--- config.mk ---
export PLATFORM = sky130hd
export DESIGN_NAME = priority_task_scheduler_unit
export DESIGN_NICKNAME = d
export VERILOG_FILES = /design/src/rtl/pts_pkg.sv /design/src/rtl/pts_table.sv /design/src/rtl/priority_task_scheduler_unit.sv
export SDC_FILE = /design/constraint.sdc
export NUM_CORES = 1
export LEC_CHECK = 0
export BUFFER_PORTS_ARGS = -buffer_cell sky130_fd_sc_hd__buf_2
export CORE_AREA = 2 2 239 241
export CTS_CLUSTER_DIAMETER = 100
export DETAILED_ROUTE_END_ITERATION = 8
export DIE_AREA = 0 0 241 243
export HOLD_SLACK_MARGIN = 0.02
export PLACE_DENSITY = 0.68
export SLEW_MARGIN = 25
export SYNTH_ARGS = -nofsm -noshare
export SYNTH_HDL_FRONTEND = slang
export SYNTH_SLANG_ARGS = --single-unit
--- constraint.sdc ---
create_clock -name clk -period 14.14 [get_ports clk]
set_input_delay 0.707 -clock clk [delete_from_list [all_inputs] [get_ports clk]]
set_output_delay 0.707 -clock clk [all_outputs]
set_load 0.1 [all_outputs]
--- src/rtl/pts_pkg.sv ---
// pts_pkg: shared types and constants of the priority task scheduler.
// No dependencies; used by pts_table and priority_task_scheduler_unit.
`default_nettype none

package pts_pkg;

	typedef enum logic [1:0] {
		SLOT_EMPTY = 2'd0,
		SLOT_READY = 2'd1,
		SLOT_SUSP  = 2'd2
	} slot_state_t;

	typedef enum logic [2:0] {
		OP_TICK     = 3'd0,
		OP_ADD      = 3'd1,
		OP_SUSP_ID  = 3'd2,
		OP_RESUME   = 3'd3,
		OP_END      = 3'd4,
		OP_DELAY    = 3'd5,
		OP_SUSP_CUR = 3'd6
	} op_t;

	typedef struct packed {
		slot_state_t  state;
		logic [7:0]   prio;
		logic [31:0]  dstart;
		logic [15:0]  dlen;
	} slot_entry_t;

	localparam logic [3:0] TASK_COUNT_RST = 4'd8;

endpackage

`default_nettype wire

--- src/rtl/pts_table.sv ---
// pts_table: task table memory, one read and one write port, registered read.
// Per-entry valid bits make unwritten slots read as an empty, zeroed entry.
// Depends on pts_pkg.
`default_nettype none

module pts_table #(
	parameter int DEPTH = 8,
	parameter int AW    = 3
) (
	input  wire                      clk,
	input  wire                      arst_n,
	input  wire                      rd_en,
	input  wire [AW-1:0]             rd_addr,
	output pts_pkg::slot_entry_t     rd_data,
	input  wire                      wr_en,
	input  wire [AW-1:0]             wr_addr,
	input  pts_pkg::slot_entry_t     wr_data
);

	pts_pkg::slot_entry_t mem [DEPTH];
	pts_pkg::slot_entry_t rd_q;
	logic [DEPTH-1:0]     vld_q;
	logic                 rd_vld_q;

	always_ff @(posedge clk) begin
		if (wr_en) begin
			mem[wr_addr] <= wr_data;
		end
		if (rd_en) begin
			rd_q <= mem[rd_addr];
		end
	end

	always_ff @(posedge clk or negedge arst_n) begin
		if (!arst_n) begin
			vld_q    <= '0;
			rd_vld_q <= 1'b0;
		end else begin
			if (wr_en) begin
				vld_q[wr_addr] <= 1'b1;
			end
			if (rd_en) begin
				rd_vld_q <= vld_q[rd_addr];
			end
		end
	end

	assign rd_data = rd_vld_q ? rd_q : '0;

endmodule

`default_nettype wire

--- src/rtl/priority_task_scheduler_unit.sv ---
// priority_task_scheduler_unit: task table sequencer with circular priority scan.
// Per item: an entry read and update (S_RD, with S_RD2 for resume) where the op needs
// one, then a priority scan (S_SCAN) or free-slot search (S_FIND) where the op needs
// one, then S_DONE, which registers the result beat.
// One item at a time; the scan reads one table entry per cycle through pts_table.
// Async reset: idle, running slot 0, task count 8, all slots empty (valid bits).
`default_nettype none

module priority_task_scheduler_unit #(
	parameter int MAX_TASKS = 8
) (
	input  wire         clk,
	input  wire         arst_n,
	input  wire         s_axis_tvalid,
	output logic        s_axis_tready,
	// [2:0] task_id, [10:3] priority_req, [26:11] delay_ms, [58:27] now_ms, [63:59] zero
	input  wire  [63:0] s_axis_tdata,
	// [2:0] operation
	input  wire  [2:0]  s_axis_tuser,
	output logic        m_axis_tvalid,
	input  wire         m_axis_tready,
	// [2:0] current_task, [5:3] added_task, [6] table_full, [7] rescheduled
	output logic [7:0]  m_axis_tdata,
	input  wire         cfg_valid,
	output logic        cfg_ready,
	input  wire  [3:0]  cfg_data
);

	localparam int SW = $clog2(MAX_TASKS);
	localparam int CW = $clog2(MAX_TASKS + 1);
	localparam int EW = (CW > 4) ? CW : 4;
	localparam int IW = (CW > 3) ? CW : 3;

	typedef enum logic [5:0] {
		S_IDLE = 6'b000001,
		S_RD   = 6'b000010,
		S_RD2  = 6'b000100,
		S_SCAN = 6'b001000,
		S_FIND = 6'b010000,
		S_DONE = 6'b100000
	} seq_state_t;

	seq_state_t           state_q, state_d;
	logic [3:0]           task_count_q;
	logic [EW-1:0]        tc_ext, eff_w;
	logic [CW-1:0]        eff_n;

	pts_pkg::op_t         op_q, in_op;
	logic [SW-1:0]        tgt_q;
	logic [7:0]           pri_q;
	logic signed [15:0]   dly_q;
	logic [31:0]          now_q;

	logic [SW-1:0]        running_q, added_q, best_q, rd_ptr_q, addr_s1, start_ptr, ptr_nx;
	logic [SW-1:0]        in_addr;
	logic [CW-1:0]        cnt_q, run_inc, ptr_inc;
	logic [7:0]           bestpri_q, pri_id_q;
	logic                 found_q, full_q, sched_q, dv_s1;
	logic                 out_valid_q;
	logic [7:0]           out_data_q;

	logic [2:0]           in_id;
	logic                 in_id_ok, s_acc;
	logic                 go_scan, go_find, issue, take, hit, expire, last;
	logic [31:0]          age;

	logic                 rd_en, wr_en;
	logic [SW-1:0]        rd_addr, wr_addr;
	pts_pkg::slot_entry_t ent, wr_data;

	pts_table #(
		.DEPTH (MAX_TASKS),
		.AW    (SW)
	) u_table (
		.clk     (clk),
		.arst_n  (arst_n),
		.rd_en   (rd_en),
		.rd_addr (rd_addr),
		.rd_data (ent),
		.wr_en   (wr_en),
		.wr_addr (wr_addr),
		.wr_data (wr_data)
	);

	assign tc_ext = EW'(task_count_q);
	assign eff_w  = (tc_ext == '0) ? EW'(1) :
	                (tc_ext > EW'(MAX_TASKS)) ? EW'(MAX_TASKS) : tc_ext;
	assign eff_n  = CW'(eff_w);

	assign s_axis_tready = (state_q == S_IDLE);
	assign s_acc         = s_axis_tvalid && s_axis_tready;
	assign in_op         = pts_pkg::op_t'(s_axis_tuser);
	assign in_id         = s_axis_tdata[2:0];
	assign in_id_ok      = IW'(in_id) < IW'(eff_n);
	assign in_addr       = ((in_op == pts_pkg::OP_SUSP_ID) || (in_op == pts_pkg::OP_RESUME)) ?
	                       SW'(in_id) : running_q;

	assign run_inc   = CW'(running_q) + CW'(1);
	assign start_ptr = (run_inc >= eff_n) ? '0 : SW'(run_inc);
	assign ptr_inc   = CW'(rd_ptr_q) + CW'(1);
	assign ptr_nx    = (ptr_inc >= eff_n) ? '0 : SW'(ptr_inc);

	// scan evaluation of the entry returned for addr_s1
	assign age    = now_q - ent.dstart;
	assign expire = (ent.state != pts_pkg::SLOT_EMPTY) && (ent.dlen != '0) &&
	                (age > {16'd0, ent.dlen});
	assign take   = (state_q == S_SCAN) && dv_s1 && (ent.state == pts_pkg::SLOT_READY) &&
	                (expire || (ent.dlen == '0)) && (!found_q || (ent.prio > bestpri_q));
	assign hit    = (state_q == S_FIND) && dv_s1 && (ent.state == pts_pkg::SLOT_EMPTY);
	assign issue  = ((state_q == S_SCAN) || (state_q == S_FIND)) && (cnt_q < eff_n);
	assign last   = (cnt_q == eff_n);

	always_comb begin
		state_d = state_q;
		go_scan = 1'b0;
		go_find = 1'b0;
		rd_en   = 1'b0;
		rd_addr = rd_ptr_q;
		wr_en   = 1'b0;
		wr_addr = addr_s1;
		wr_data = ent;
		unique case (state_q)
			S_IDLE: begin
				if (s_acc) begin
					case (in_op)
						pts_pkg::OP_TICK: begin
							go_scan = 1'b1;
							state_d = S_SCAN;
						end
						pts_pkg::OP_ADD: begin
							go_find = 1'b1;
							state_d = S_FIND;
						end
						pts_pkg::OP_SUSP_ID, pts_pkg::OP_RESUME: begin
							if (in_id_ok) begin
								rd_en   = 1'b1;
								rd_addr = in_addr;
								state_d = S_RD;
							end else begin
								state_d = S_DONE;
							end
						end
						pts_pkg::OP_END, pts_pkg::OP_DELAY, pts_pkg::OP_SUSP_CUR: begin
							rd_en   = 1'b1;
							rd_addr = running_q;
							state_d = S_RD;
						end
						default: state_d = S_DONE;
					endcase
				end
			end
			S_RD: begin
				wr_en   = 1'b1;
				wr_addr = tgt_q;
				case (op_q)
					pts_pkg::OP_SUSP_ID: begin
						if (ent.state == pts_pkg::SLOT_READY) begin
							wr_data.state = pts_pkg::SLOT_SUSP;
						end
						if (tgt_q == running_q) begin
							go_scan = 1'b1;
							state_d = S_SCAN;
						end else begin
							state_d = S_DONE;
						end
					end
					pts_pkg::OP_RESUME: begin
						if (ent.state == pts_pkg::SLOT_SUSP) begin
							wr_data.state = pts_pkg::SLOT_READY;
						end
						rd_en   = 1'b1;
						rd_addr = running_q;
						state_d = S_RD2;
					end
					pts_pkg::OP_END: begin
						wr_data.state = pts_pkg::SLOT_EMPTY;
						go_scan       = 1'b1;
						state_d       = S_SCAN;
					end
					pts_pkg::OP_DELAY: begin
						if (dly_q > 16'sd0) begin
							wr_data.dstart = now_q;
							wr_data.dlen   = $unsigned(dly_q);
							go_scan        = 1'b1;
							state_d        = S_SCAN;
						end else begin
							wr_data.dlen = '0;
							state_d      = S_DONE;
						end
					end
					pts_pkg::OP_SUSP_CUR: begin
						wr_data.state = pts_pkg::SLOT_SUSP;
						go_scan       = 1'b1;
						state_d       = S_SCAN;
					end
					default: state_d = S_DONE;
				endcase
			end
			S_RD2: begin
				if (pri_id_q > ent.prio) begin
					go_scan = 1'b1;
					state_d = S_SCAN;
				end else begin
					state_d = S_DONE;
				end
			end
			S_SCAN: begin
				rd_en = issue;
				if (dv_s1 && expire) begin
					wr_en        = 1'b1;
					wr_data.dlen = '0;
				end
				if (last) begin
					state_d = S_DONE;
				end
			end
			S_FIND: begin
				rd_en = issue;
				if (hit) begin
					wr_en          = 1'b1;
					wr_data.state  = pts_pkg::SLOT_READY;
					wr_data.prio   = pri_q;
					wr_data.dlen   = '0;
					state_d        = S_DONE;
				end else if (last) begin
					state_d = S_DONE;
				end
			end
			S_DONE: begin
				if (!out_valid_q || m_axis_tready) begin
					state_d = S_IDLE;
				end
			end
			default: state_d = S_IDLE;
		endcase
	end

	always_ff @(posedge clk) begin
		if (s_acc) begin
			op_q  <= in_op;
			tgt_q <= in_addr;
			pri_q <= s_axis_tdata[10:3];
			dly_q <= $signed(s_axis_tdata[26:11]);
			now_q <= s_axis_tdata[58:27];
		end
		if (state_q == S_RD) begin
			pri_id_q <= ent.prio;
		end
		addr_s1 <= rd_ptr_q;
		if (take) begin
			best_q    <= addr_s1;
			bestpri_q <= ent.prio;
		end
	end

	always_ff @(posedge clk or negedge arst_n) begin
		if (!arst_n) begin
			state_q      <= S_IDLE;
			task_count_q <= pts_pkg::TASK_COUNT_RST;
			running_q    <= '0;
			added_q      <= '0;
			full_q       <= 1'b0;
			sched_q      <= 1'b0;
			found_q      <= 1'b0;
			rd_ptr_q     <= '0;
			cnt_q        <= '0;
			dv_s1        <= 1'b0;
			out_valid_q  <= 1'b0;
			out_data_q   <= '0;
		end else begin
			state_q <= state_d;
			dv_s1   <= issue;
			if (cfg_valid) begin
				task_count_q <= cfg_data;
			end
			if (s_acc) begin
				added_q <= '0;
				full_q  <= 1'b0;
				sched_q <= 1'b0;
			end
			if (issue) begin
				rd_ptr_q <= ptr_nx;
				cnt_q    <= cnt_q + CW'(1);
			end
			if (take) begin
				found_q <= 1'b1;
			end
			if (go_scan) begin
				sched_q  <= 1'b1;
				found_q  <= 1'b0;
				rd_ptr_q <= start_ptr;
				cnt_q    <= '0;
			end
			if (go_find) begin
				rd_ptr_q <= '0;
				cnt_q    <= '0;
			end
			if ((state_q == S_SCAN) && last) begin
				if (take) begin
					running_q <= addr_s1;
				end else if (found_q) begin
					running_q <= best_q;
				end
			end
			if (state_q == S_FIND) begin
				if (hit) begin
					added_q <= addr_s1;
				end else if (last) begin
					full_q <= 1'b1;
				end
			end
			if (m_axis_tready) begin
				out_valid_q <= 1'b0;
			end
			if ((state_q == S_DONE) && (!out_valid_q || m_axis_tready)) begin
				out_valid_q <= 1'b1;
				out_data_q  <= {sched_q, full_q, 3'(added_q), 3'(running_q)};
			end
		end
	end

	assign m_axis_tvalid = out_valid_q;
	assign m_axis_tdata  = out_data_q;
	assign cfg_ready     = 1'b1;

`ifndef ASSERT_OFF
	a_scan_no_rw_clash: assert property (@(posedge clk) disable iff (!arst_n)
		((state_q == S_SCAN) && wr_en && rd_en) |-> (wr_addr != rd_addr))
		else $error("scan write-back collides with a read of the same slot");

	a_idle_no_write: assert property (@(posedge clk) disable iff (!arst_n)
		(state_q == S_IDLE) |-> !wr_en)
		else $error("table written while idle");

	a_scan_count: assert property (@(posedge clk) disable iff (!arst_n)
		((state_q == S_SCAN) || (state_q == S_FIND)) |-> (cnt_q <= eff_n))
		else $error("scan count overran the slots in use");

	a_full_no_slot: assert property (@(posedge clk) disable iff (!arst_n)
		(m_axis_tvalid && m_axis_tdata[6]) |-> (m_axis_tdata[5:3] == 3'd0))
		else $error("full table reported with an added slot");

	a_done_holds: assert property (@(posedge clk) disable iff (!arst_n)
		((state_q == S_DONE) && m_axis_tvalid && !m_axis_tready) |=> (state_q == S_DONE))
		else $error("result register overwritten while stalled");
`endif

endmodule

`default_nettype wire
[Word-level counts from Yosys, hierarchy flattened]
Memory sizes are Yosys's and may differ from the RTL's. A register that Yosys moved wholly into a read port is not among the register bits.
Cells that the tools add are included.
Storage, ports and cells
  register bits after elaboration: 129
  output and inout bits: 11
  logic and storage cells: 183
  memories kept: 1
  input port bits: 76
  memory bits (writable): 464
Cells by class
  equality and inequality tests: 23
  reductions and logical operators: 38
  $add $sub $neg: 4
  muxes and demuxes: 81
  bitwise operators: 1
  magnitude comparators: 12
Memory list
  u_table.mem: words 8, bits a word 58, read ports 1, clocked after Yosys merged registers in 1, wr ports 1, line pts_table.sv:20  | pts_pkg::slot_entry_t mem [DEPTH];
Operators by type and width (number)
  2-to-1 mux 32 bit: 2
  2-to-1 mux 58 bit: 1
  2-to-1 mux 16 bit: 3
  2-to-1 mux 48 bit: 1
  2-to-1 mux 6 bit: 8
  one-hot mux 16 bit (3 select lines): 1
  one-hot mux 6 bit (4 select lines): 2
  2-to-1 mux 3 bit: 15
  one-hot mux 6 bit (6 select lines): 1
  > comparator 32 x 16 -> 1 bit: 1
  subtractor 32 bit: 1
  2-to-1 mux 1 bit: 27
  2-to-1 mux 4 bit: 5
  equality test 3 bit (second input constant): 6
  > comparator 16 x 1 -> 1 bit (second input constant): 1
  > comparator 8 bit: 2
  zero test 16 bit: 1
  nonzero test 16 bit: 1
  logical AND 1 bit: 14
  equality test 3 x 2 -> 1 bit (second input constant): 4
  one-hot mux 1 bit (3 select lines): 4
  one-hot mux 3 bit (2 select lines): 2
  2-to-1 mux 10 bit: 1
  nonzero test 2 bit: 5
  37 further kinds: 50

[Logic depth before layout (Yosys ltp)]
Gate-level depths: netlist (run 1).
  depth in word-level cells: 10
  mapped depth: 26
  gate-level depth less buffers: 21

[Hierarchy]
Synthesis (run 1) repeated with hierarchy kept, for this count alone.
Second synthesis, totals
  cells, all modules: 1730
  area total of the unflattened synthesis: 28514.8 um^2
By module, submodules not included
  pts_table: cells each 830, area each 19915.4 um^2, times used 1, seq. area each 15900.2 um^2
  priority_task_scheduler_unit: cells each 900, area each 8599.5 um^2, times used 1, seq. area each 3395.8 um^2

[Worst setup path after synthesis (run 1)]
OpenSTA, ideal clock, no wires.
  kind: register to register
  start: register u_table.rd_vld_q
  end: memory u_table.mem[1][0] (netlist name), enable pin
  path slack: 7.014 ns
  buffers on the path: 3
  data arrival time: 6.652 ns
  library setup time: 0.474 ns
  required time: 13.666 ns
  clock period less this slack: 7.126 ns
  cell stages (with the launch flop): 25
  path through: dfrtp_1 -> clkbuf_1 -> clkbuf_1 -> nand2_1 -> ha_1 -> and2_1 -> a221o_1 -> o21ai_1 -> nand2b_1 -> clkbuf_1 -> a31oi_1 -> o21ai_0 -> xor2_1 -> ha_1 -> and4_1 -> nand4_1 -> a21oi_1 -> a21oi_1 -> a21oi_1 -> nor4_1 -> o311ai_1 -> nor4_4 -> nand3_1 -> a32oi_2 -> nor2_1
Between the ends
  cells in the longest elaborated chain, start to end: 9
  elaborated cells on any way between the ends: 15
  those cells by class: add/sub (1); order compare (1); mux (6); reduce/logical (7)
Ends and longest elaborated chain
  from (decl): line pts_table.sv:23  | logic rd_vld_q;
  from (signal assigned): line pts_table.sv:43  | rd_vld_q <= vld_q[rd_addr];
  2-to-1 mux 58 bit (*): line pts_table.sv:48  | assign rd_data = rd_vld_q ? rd_q : '0;
  subtractor 32 bit (tied with other cells): line priority_task_scheduler_unit.sv:104  | assign age = now_q - ent.dstart;
  > comparator 32 x 16 -> 1 bit / logical AND 1 bit (equally long branches): line priority_task_scheduler_unit.sv:106, priority_task_scheduler_unit.sv:105
  logical AND 1 bit: line priority_task_scheduler_unit.sv:105  | assign expire = (ent.state != pts_pkg::SLOT_EMPTY) && (ent.dlen != '0) &&
  logical AND 1 bit: line priority_task_scheduler_unit.sv:209  | if (dv_s1 && expire) begin
  2-to-1 mux 1 bit: line priority_task_scheduler_unit.sv:209
  one-hot mux 1 bit (3 select lines) (*): line priority_task_scheduler_unit.sv:122  | unique case (state_q)
  2-to-1 mux 1 bit (*): line pts_table.sv:26  | if (wr_en) begin
  2-to-1 mux 1 bit (not written as such) (*): line pts_table.sv:27  | mem[wr_addr] <= wr_data;
  to (decl): line pts_table.sv:20
Mark *: on every way between the ends. The rest lies on a longest branch, timed or not.

[Worst setup path after layout (run 1)]
  start: register u_table.rd_vld_q
  end: memory u_table.mem[0][24] (netlist name), enable pin
Same word-level chain as after synthesis.

==> results of run 1 <==
## cell usage after synthesis, types with 5 or more instances
cell type,instances
o21ai_0,125
edfxtp_1,603
dfrtp_1,43
ha_1,82
nand2_1,694
buf_1,9
clkbuf_1,98
and3_1,9
nor3_1,14
nand3b_1,5
xor2_1,12
nand3_1,301
o21ai_1,29
or2_2,5
mux2i_1,9
inv_1,44
o211ai_1,8
a21oi_1,57
nor2_1,57
a22o_1,5
mux2_2,18
o22ai_1,9
nor2b_1,9
o21a_1,13
a31oi_1,13
a21o_1,19
xnor2_1,18
nand4_1,15
nor4_1,8
buf_2,15
o21bai_1,10
nand2b_1,13
## per-stage QoR
stage | hold slack (ns) | power (mW) | instances
after floorplan | 0.402 | 4.48 | 2460
after global routing | 0.148 | 7.31 | 3318
final | 0.128 | 6.89 | 3318
after global placement | 0.457 | 5.11 | 3195
after CTS | 0.242 | 6.91 | 3317
after detailed placement | 0.466 | 5.19 | 3195
## worst register-to-register path: stages (launching register included)
cell,delay (ns)
dfrtp_2,0.83
buf_4,0.60
nand2_1,0.19
ha_1,0.45
nand3_1,0.15
o32ai_1,0.24
nand2b_1,0.37
a31oi_1,0.18
o21ai_0,0.24
xor2_1,0.25
ha_1,0.28
and4_1,0.19
a41o_1,0.23
a21oi_1,0.12
a21oi_1,0.13
nor4_1,0.35
o311ai_1,0.25
nor4_4,0.52
nand3_1,0.21
a21oi_2,0.60
nor2_4,0.37
buf_4,0.45
## flip-flops by register name, summed over array words and instances (netlist names), 4 cells and up
name / cells
pri_id_q: 8
m_axis_tdata: 8
u_table.rd_q: 58
bestpri_q: 8
u_table.vld_q: 8
pri_q: 8
cnt_q: 4
state_q: 6
u_table.mem: 464
task_count_q: 4
now_q: 32
dly_q: 16
## layout make-up
cell class | instances | share of cell area
Inverter | 45 | 0.00530
Sequential cell | 651 | 0.601
Tap cell | 756 | 0.0295
Multi-Input combinational cell | 1640 | 0.278
Clock buffer | 87 | 0.0582
Timing Repair Buffer | 104 | 0.0189
Clock inverter | 35 | 0.00850
## power groups by stage
stage          clock network (mW)  registers, mW  logic (mW)
3_5_place_dp                    0           2.73        2.46
6_report                     1.72           2.69        2.48
4_1_cts                      1.75           2.69        2.47
2_1_floorplan                   0           2.68        1.80
5_1_grt                      1.82           2.71        2.78
3_3_place_gp                    0           2.72        2.39
## kinds of logic after synthesis
family,Yosys count,share of synthesized area
XOR/XNOR,30,0.00914
AND/OR/NAND/NOR,1152,0.174
multiplexers,30,0.0114
adder cells (fa/ha/maj),83,0.0364
buffers and inverters,169,0.0230
flip-flops,651,0.671
other,1,0.000130
AO/OA/AOI/OAI,344,0.0754
## how the worst min path moves through the flow
stage          slack [ns]              from  cells after the start                to
5_1_grt              0.15            arst_n                      1      running_q[2]
3_5_place_dp         0.47  u_table.vld_q[5]                      1  u_table.vld_q[5]
2_1_floorplan        0.40       rd_ptr_q[1]                      0        addr_s1[1]
4_1_cts              0.24  s_axis_tdata[42]                      1         now_q[15]
6_report             0.13            arst_n                      1            full_q
3_3_place_gp         0.46           sched_q                      1           sched_q
## layer usage
layer  up-vias  routed length, um  share of wire
li1       9009                  -              -
met2       685              32100           0.47
met5         -                  0              0
met3       108               4610          0.068
met1      9283              29200           0.43
met4         0               1700          0.025
==> impl_results.md, run 1 <==
- Met2 Use GR: 0.375
- Number of global-route vias before repair: 18700
- Clock Tree Buf Depth: 3
- Commonest non-fill, non-tap cell in the layout: nand2_1
- Pin count of the biggest net entering global routing: approximately 120
- Critical Path Source Type: flip-flop
- WL per Instance: roughly 20 um
- Drt first pass iters: 6
- Ant. Diodes: 0
- Root Buffer: clkbuf_16
- Post-DP Area: 29900 um2
- Vias per inst: around 5.8
- Mapped cell area: 28800 um2
- Synthesized flop and latch total: approximately 650
- Remaining DRCs: 0
- Max Clk Rate: 133 MHz
- P_leak: ~12 nW
- Peak per-stage delay on the critical path: 0.83 ns
- Most used flip-flop cell after synthesis: edfxtp_1
- Seq pwr share: 0.391
- EDFF count, synth: 603
- Reg2Reg Depth: 21
- Final Setup Violations: 0
- Worst Max-Slew Pin Slew: about 1.1 ns
- Count of cell types in the netlist: a little over 80
- CTS tree: done
- Int Pwr: about 4.3 mW
- Sequential cell area: between 15000 and 20000 um2
- Clock-pin slew on the worst setup and hold paths: 0.06 ns
- Relative slew margins: 0.269
- GR Util met1: 0.328
- Final Slew Violations: 0
- Total wire length: 67700 um
- Final min period: between 7 and 8 ns
- Post-synth top area cell: edfxtp_1
- Clk network pwr share: 0.250
- Area grow syn2layout: 11.6%
- Peak supply drop: ~0.00012 V
- CP top delay family: simple AND/OR/NAND/NOR gates
- Crit path required time: about 14 ns
- Cell Chain, Critical Path: buf_4 -> nand2_1 -> ha_1 -> nand3_1 -> o32ai_1 -> nand2b_1 -> a31oi_1 -> o21ai_0 -> xor2_1 -> ha_1 -> and4_1 -> a41o_1 -> a21oi_1 -> a21oi_1 -> nor4_1 -> o311ai_1 -> nor4_4 -> nand3_1 -> a21oi_2 -> nor2_4 -> buf_4
- Hold WC Path Type: primary input to asynchronous set/reset pin
- Post-synthesis sequential area ratio: 0.671
- Cells after synthesis: 2460
- Hold Vio Cnt, Final: 0
- Switching Share: 0.370
- Combined area of the multi-input logic cells: ~8900 um2
- Setup TNS: 0 ns
- Share of cells above drive strength 1: 0.0984
- Via count: around 19000
- Stages on worst setup path: 21
- TritonCTS Sinks: about 650
- Filler cells: about 4500
- Input/output buffers: 80
- H-Tree Level Count: 3
- Ranking of synthesized cells by area: edfxtp_1 63%, nand2_1 9.1%, nand3_1 5.2%
- DP Worst Slack: roughly 6.7 ns
- # Post-CTS Setup Buffers: 0
- Core area: ~56000 um2
- Final #Nets: around 2700
- Pwr/cell area: ~210 nW/um2
- CP max-delay cell: dfrtp_2
- Die Ht: around 240 um
- Grt peak-use layer: met2
- Num ports: 87
- RR Endpoint: u_table.mem[0][24]
- CP endpoint kind: flip-flop
- FF-to-FF setup slack: between 6 and 7 ns
- Starting DRT DRC Count: roughly 1800
- Hold_buf cts: 0
- P_sw: about 2.6 mW
- Final worst-path setup slack: approximately 6.6 ns
- Ys async rst share: 0.0691
- Tot GR Track Use: 0.234
- Worst-path fanout max: 37
- Final Util: 0.574
- Unrepaired setup endpoints after global routing: false
- CTS buffer count: 68
- Post-CTS Resized: 0
- Worst Setup Path Type: flip-flop to flip-flop
- RD Place Congestion: 0.889
- Global route total overflow: 0
- Most frequent cells in the layout: 693 x nand2_1, 603 x edfxtp_1, 301 x nand3_1
- Crit share post-route: 0.532
- Die ar.: just under 60000 um2
- Syn nets: 2619
- Synth Area per Inst: between 10 and 15 um2
- Arrival time of the worst setup path: roughly 7.8 ns
- Reg2reg start: u_table.rd_vld_q
- Max Cap Viol: 0
- Antenna Violating Nets Remaining: 0
- Final Skew: 0.0212 ns
- Initial Utilization: 0.514
- GR Layer Usage met3: 0.0373
- Status: finished clean
- Initial antenna violation count: 0
- Crit path launch: u_table.rd_vld_q
- First-pass GRT wire length: between 100000 and 150000 um
- Yosys warns: 0
- DP HPWL: about 38000 um
- Synth top area share: 0.630
- End point of the critical path: u_table.mem[0][24]
- Worst Path Buf+Inv: 2
- Row count: 87
- Die width: ~240 um
- Fin area: 32100 um2
- Combinational power share: 0.359
- Insertion delay to the later sink of the worst-skew pair: ~0.6 ns
Power figures use the tool's default switching activity.
==> run 2: changes to the inputs <==
- ABC_AREA: not set -> 1
- CORE_AREA: 2 2 239 241 -> 2 2 244 246
- DIE_AREA: 0 0 241 243 -> 0 0 246 248
- PLACE_DENSITY: 0.68 -> 0.71
- clock period: 14.14 -> 6.9 ns (I/O delays scaled with it)
==> run 2 against run 1 <==
- cell area increased by 7.2%
- synthesized cell count is 21% higher
- setup slack worse by 5.7 ns
- via count is 14% higher
- total power up 140%
- first-iteration DRC count grew 36%
- synthesized area up 4.6%
- global-route usage increased by 1.4 points
- final cell count rose by 19%
- critical path depth is 7 higher
- critical endpoint is now u_table.mem[6][22]
- largest power group is now combinational cells
- highest routed layer unchanged
==> impl_results.md, run 2 <==
- Status: finished clean
- Worst-path fanout max: 39 (+5.4%)
- Crit share post-route: 0.860 (+0.328)
- Reg2Reg Depth: 28 (+33%)
- Synthesized flop and latch total: 651 (unchanged)
- Final #Nets: 3266 (+22%)
- CP endpoint kind: flip-flop
- Most frequent cells in the layout: 757 x nand2_1, 603 x edfxtp_1, 338 x inv_1
- Yosys warns: 0 (unchanged)
- Syn nets: 3131 (+20%)
- WL met3: 5600 um (+21%)
- Commonest cells post-synth: 758 x nand2_1, 603 x edfxtp_1, 340 x inv_1, 280 x a21oi_1, 225 x o21ai_0
- Unrepaired setup endpoints after global routing: false
- Tot GR Track Use: 0.248 (+0.0140)
- Most numerous cell in the Yosys netlist: nand2_1
- Arrival time of the worst setup path: 6.16 ns (-1.64 ns)
- First-pass GRT wire length: 116000 um (+10%)
- Die Ht: 248 um (+2.1%)
- Max Cap Viol: 0 (unchanged)
- Pwr/cell area: 488 nW/um2 (+130%)
- Insertion delay to the later sink of the worst-skew pair: 0.60 ns (about the same)
- Cells after synthesis: 2972 (+21%)
- Drt first pass iters: 6 (unchanged)
- Crit path required time: 7.12 ns (-7.30 ns)
- Total power draw: 16.8 mW (+140%)
- Synth Area per Inst: 10.1 um2 (-13%)
- Most common cell type on the critical path: nand2_1
- DP Worst Slack: 1.14 ns (-5.52 ns)
- Critical Path Source Type: flip-flop
- Area grow syn2layout: 14.3%
- Ant. Diodes: 0 (unchanged)
- CTS tree: done
- Min-delay src: s_axis_tdata[0]
- Ranking of synthesized cells by area: edfxtp_1 60%, nand2_1 9.5%, a21oi_1 4.7%
- Final min period: 5.94 ns (-1.59 ns)
- Global route total overflow: 0 (unchanged)
- Final Slew Violations: 0 (unchanged)
- FF-to-FF setup slack: 0.96 ns (-5.65 ns)
- Met2 WL: 35400 um (+10%)
- Initial Utilization: 0.515 (+0.000675)
- DP HPWL: 44200 um (+17%)
- Worst Max-Slew Pin Slew: 1.10 ns (+0.00823 ns)
- Largest register by flop count: u_table.mem
- Commonest non-fill, non-tap cell in the layout: nand2_1
- Starting DRT DRC Count: 2393 (+36%)
- Num ports: 87 (unchanged)
- Wire length on met1: 31800 um (+8.8%)
- WL per Instance: 19.0 um (-6.8%)
- Biggest regs: u_table.mem: 464 flops, u_table.rd_q: 58 flops, now_q: 32 flops
- Clock Tree Buf Depth: 3 (unchanged)
- Ys async rst share: 0.0691 (unchanged)
- Mapped cell area: 30100 um2 (+4.6%)
- Hold path depth: 3
- Hold WC Path Type: primary input to flip-flop
- Peak supply drop: 0.000621 V (+410%)
- Reg2reg start: u_table.rd_vld_q
- Fin area: 34400 um2 (+7.2%)
- Vias per inst: 5.54 (-3.7%)
- P_leak: 14.0 nW (+17%)
- Post-synth top area cell: edfxtp_1
- Worst Path Buf+Inv: 4 (+2)
- Peak per-stage delay on the critical path: 0.69 ns (-0.14 ns)
- Final Skew: 0.0193 ns (-0.00186 ns)
- Antenna Violating Nets Remaining: 0 (unchanged)
- Max reg flops: 464 (unchanged)
- CP max-delay cell: dfrtp_2
- TritonCTS Sinks: 651 (unchanged)
- CTS buffer count: 69 (+1.5%)
- RR Endpoint: u_table.mem[6][22]
- Hold_ws: 0.0744 ns (-0.0538 ns)
- Worst Setup Path Type: flip-flop to flip-flop
- Via count: 21800 (+14%)
- Setup TNS: 0 ns (unchanged)
- Post-DP Area: 31500 um2 (+5.1%)
- Filler cells: 4748 (+4.9%)
- Max Clk Rate: 168 MHz (+27%)
- Row count: 89 (+2.3%)
- Initial antenna violation count: 0 (unchanged)
- Most used flip-flop cell after synthesis: edfxtp_1
- Hold Vio Cnt, Final: 0 (unchanged)
- Input/output buffers: 80 (unchanged)
- Die width: 246 um (+2.1%)
- Fin cells: 3935 (+19%)
- Remaining DRCs: 0 (unchanged)
- Number of global-route vias before repair: 20800 (+11%)
- Clock-pin slew on the worst setup and hold paths: 0.06 ns (about the same)
- Top routing layer in use: met4
- Total wire length: 74800 um (+11%)
- H-Tree Level Count: 3 (unchanged)
- Die ar.: 61000 um2 (+4.2%)
- Final worst-path setup slack: 0.963 ns (-5.65 ns)
- RD Place Congestion: 0.990 (+11%)
- Post-synthesis sequential area ratio: 0.641 (-0.0297)
- Placed cells: 3737 (+17%)
- Final Util: 0.588 (+0.0147)
- Root Buffer: clkbuf_16
- Share of cells above drive strength 1: 0.0753 (-0.0231)
- Final Setup Violations: 0 (unchanged)
- Core area: 58500 um2 (+4.5%)
- Synth top area share: 0.602 (-0.0278)
- Count of cell types in the netlist: 43 (-48%)
- Hold Path Sink: tgt_q[0]
- Pin count of the biggest net entering global routing: 181 (+55%)
- EDFF count, synth: 603 (unchanged)
- Relative slew margins: 0.264 (-0.00549)
- Post-CTS Resized: 0 (unchanged)
- CP top delay family: simple AND/OR/NAND/NOR gates
## run 2: cell types whose count changed after synthesis, moves of 17 or more
cell / before / now
inv_1: 44 / 340
nand3_1: 301 / 60
a21oi_1: 57 / 280
nor2_1: 57 / 214
o21ai_0: 125 / 225
o21ai_1: 29 / 112
nand2_1: 694 / 758
clkbuf_1: 98 / 73
buf_2: 15 / 33
a21o_1: 19 / 2
## run 2: cell families after synthesis
group,after synthesis,share of synthesized area
flip-flops,651,0.641
multiplexers,3,0.00112
other,1,0.000125
AND/OR/NAND/NOR,1098,0.146
XOR/XNOR,23,0.00670
AO/OA/AOI/OAI,647,0.110
adder cells (fa/ha/maj),83,0.0348
buffers and inverters,466,0.0601
## run 2: power breakdown
part	internal [mW]	switching (mW)	total [mW]
combinational	2.27	5.31	7.58
sequential	5.33	0.254	5.59
clock	2.11	1.49	3.61
total	9.72	7.05	16.8
## run 2: timing repair
| action | in CTS | in global routing |
|---|---|---|
| buffers inserted | 0 | 0 |
| hold buffers | 71 | 0 |
| hold endpoints to repair | 108 | 0 |
## run 2: worst max-delay path by stage
stage | from | end | slack [ns] | cells past startpoint
floorplan | u_table.rd_vld_q | u_table.mem[1][0] | -0.29 | 31
global placement | u_table.rd_vld_q | u_table.mem[6][23] | 1.25 | 28
detailed placement | u_table.rd_vld_q | u_table.mem[6][21] | 1.14 | 28
CTS | u_table.rd_vld_q | u_table.mem[6][19] | 1.11 | 28
global route | u_table.rd_vld_q | u_table.mem[6][22] | 0.60 | 28
finish | u_table.rd_vld_q | u_table.mem[6][22] | 0.96 | 28
## run 2: metal layers
metal / GRT usage / vias up
met5: 0 / -
met3: 0.0338 / 139
met4: 0.0854 / 0
met1: 0.341 / 10400
met2: 0.406 / 892
li1: - / 10400
## run 2: cell type report
class	instances	area, um2	share of cell area
clock inverters	38	383	0.0111
flip-flops and latches	651	19300	0.561
inverters	345	1300	0.0378
repair buffers	185	1540	0.0448
clock buffers	88	1800	0.0523
well taps	773	967	0.0281
multi-input cells	1855	9100	0.265
## run 2: worst reg2reg max path, delay by kind of cell, from the launching register on
family	cells	cell delay, ns
AOI/OAI and AO/OA	2	0.55
xor gates and xnor gates	1	0.16
adders and majority gates	2	0.66
buffers and inverters	4	1.07
DFF	1	0.69
and+or+nand+nor	19	2.37
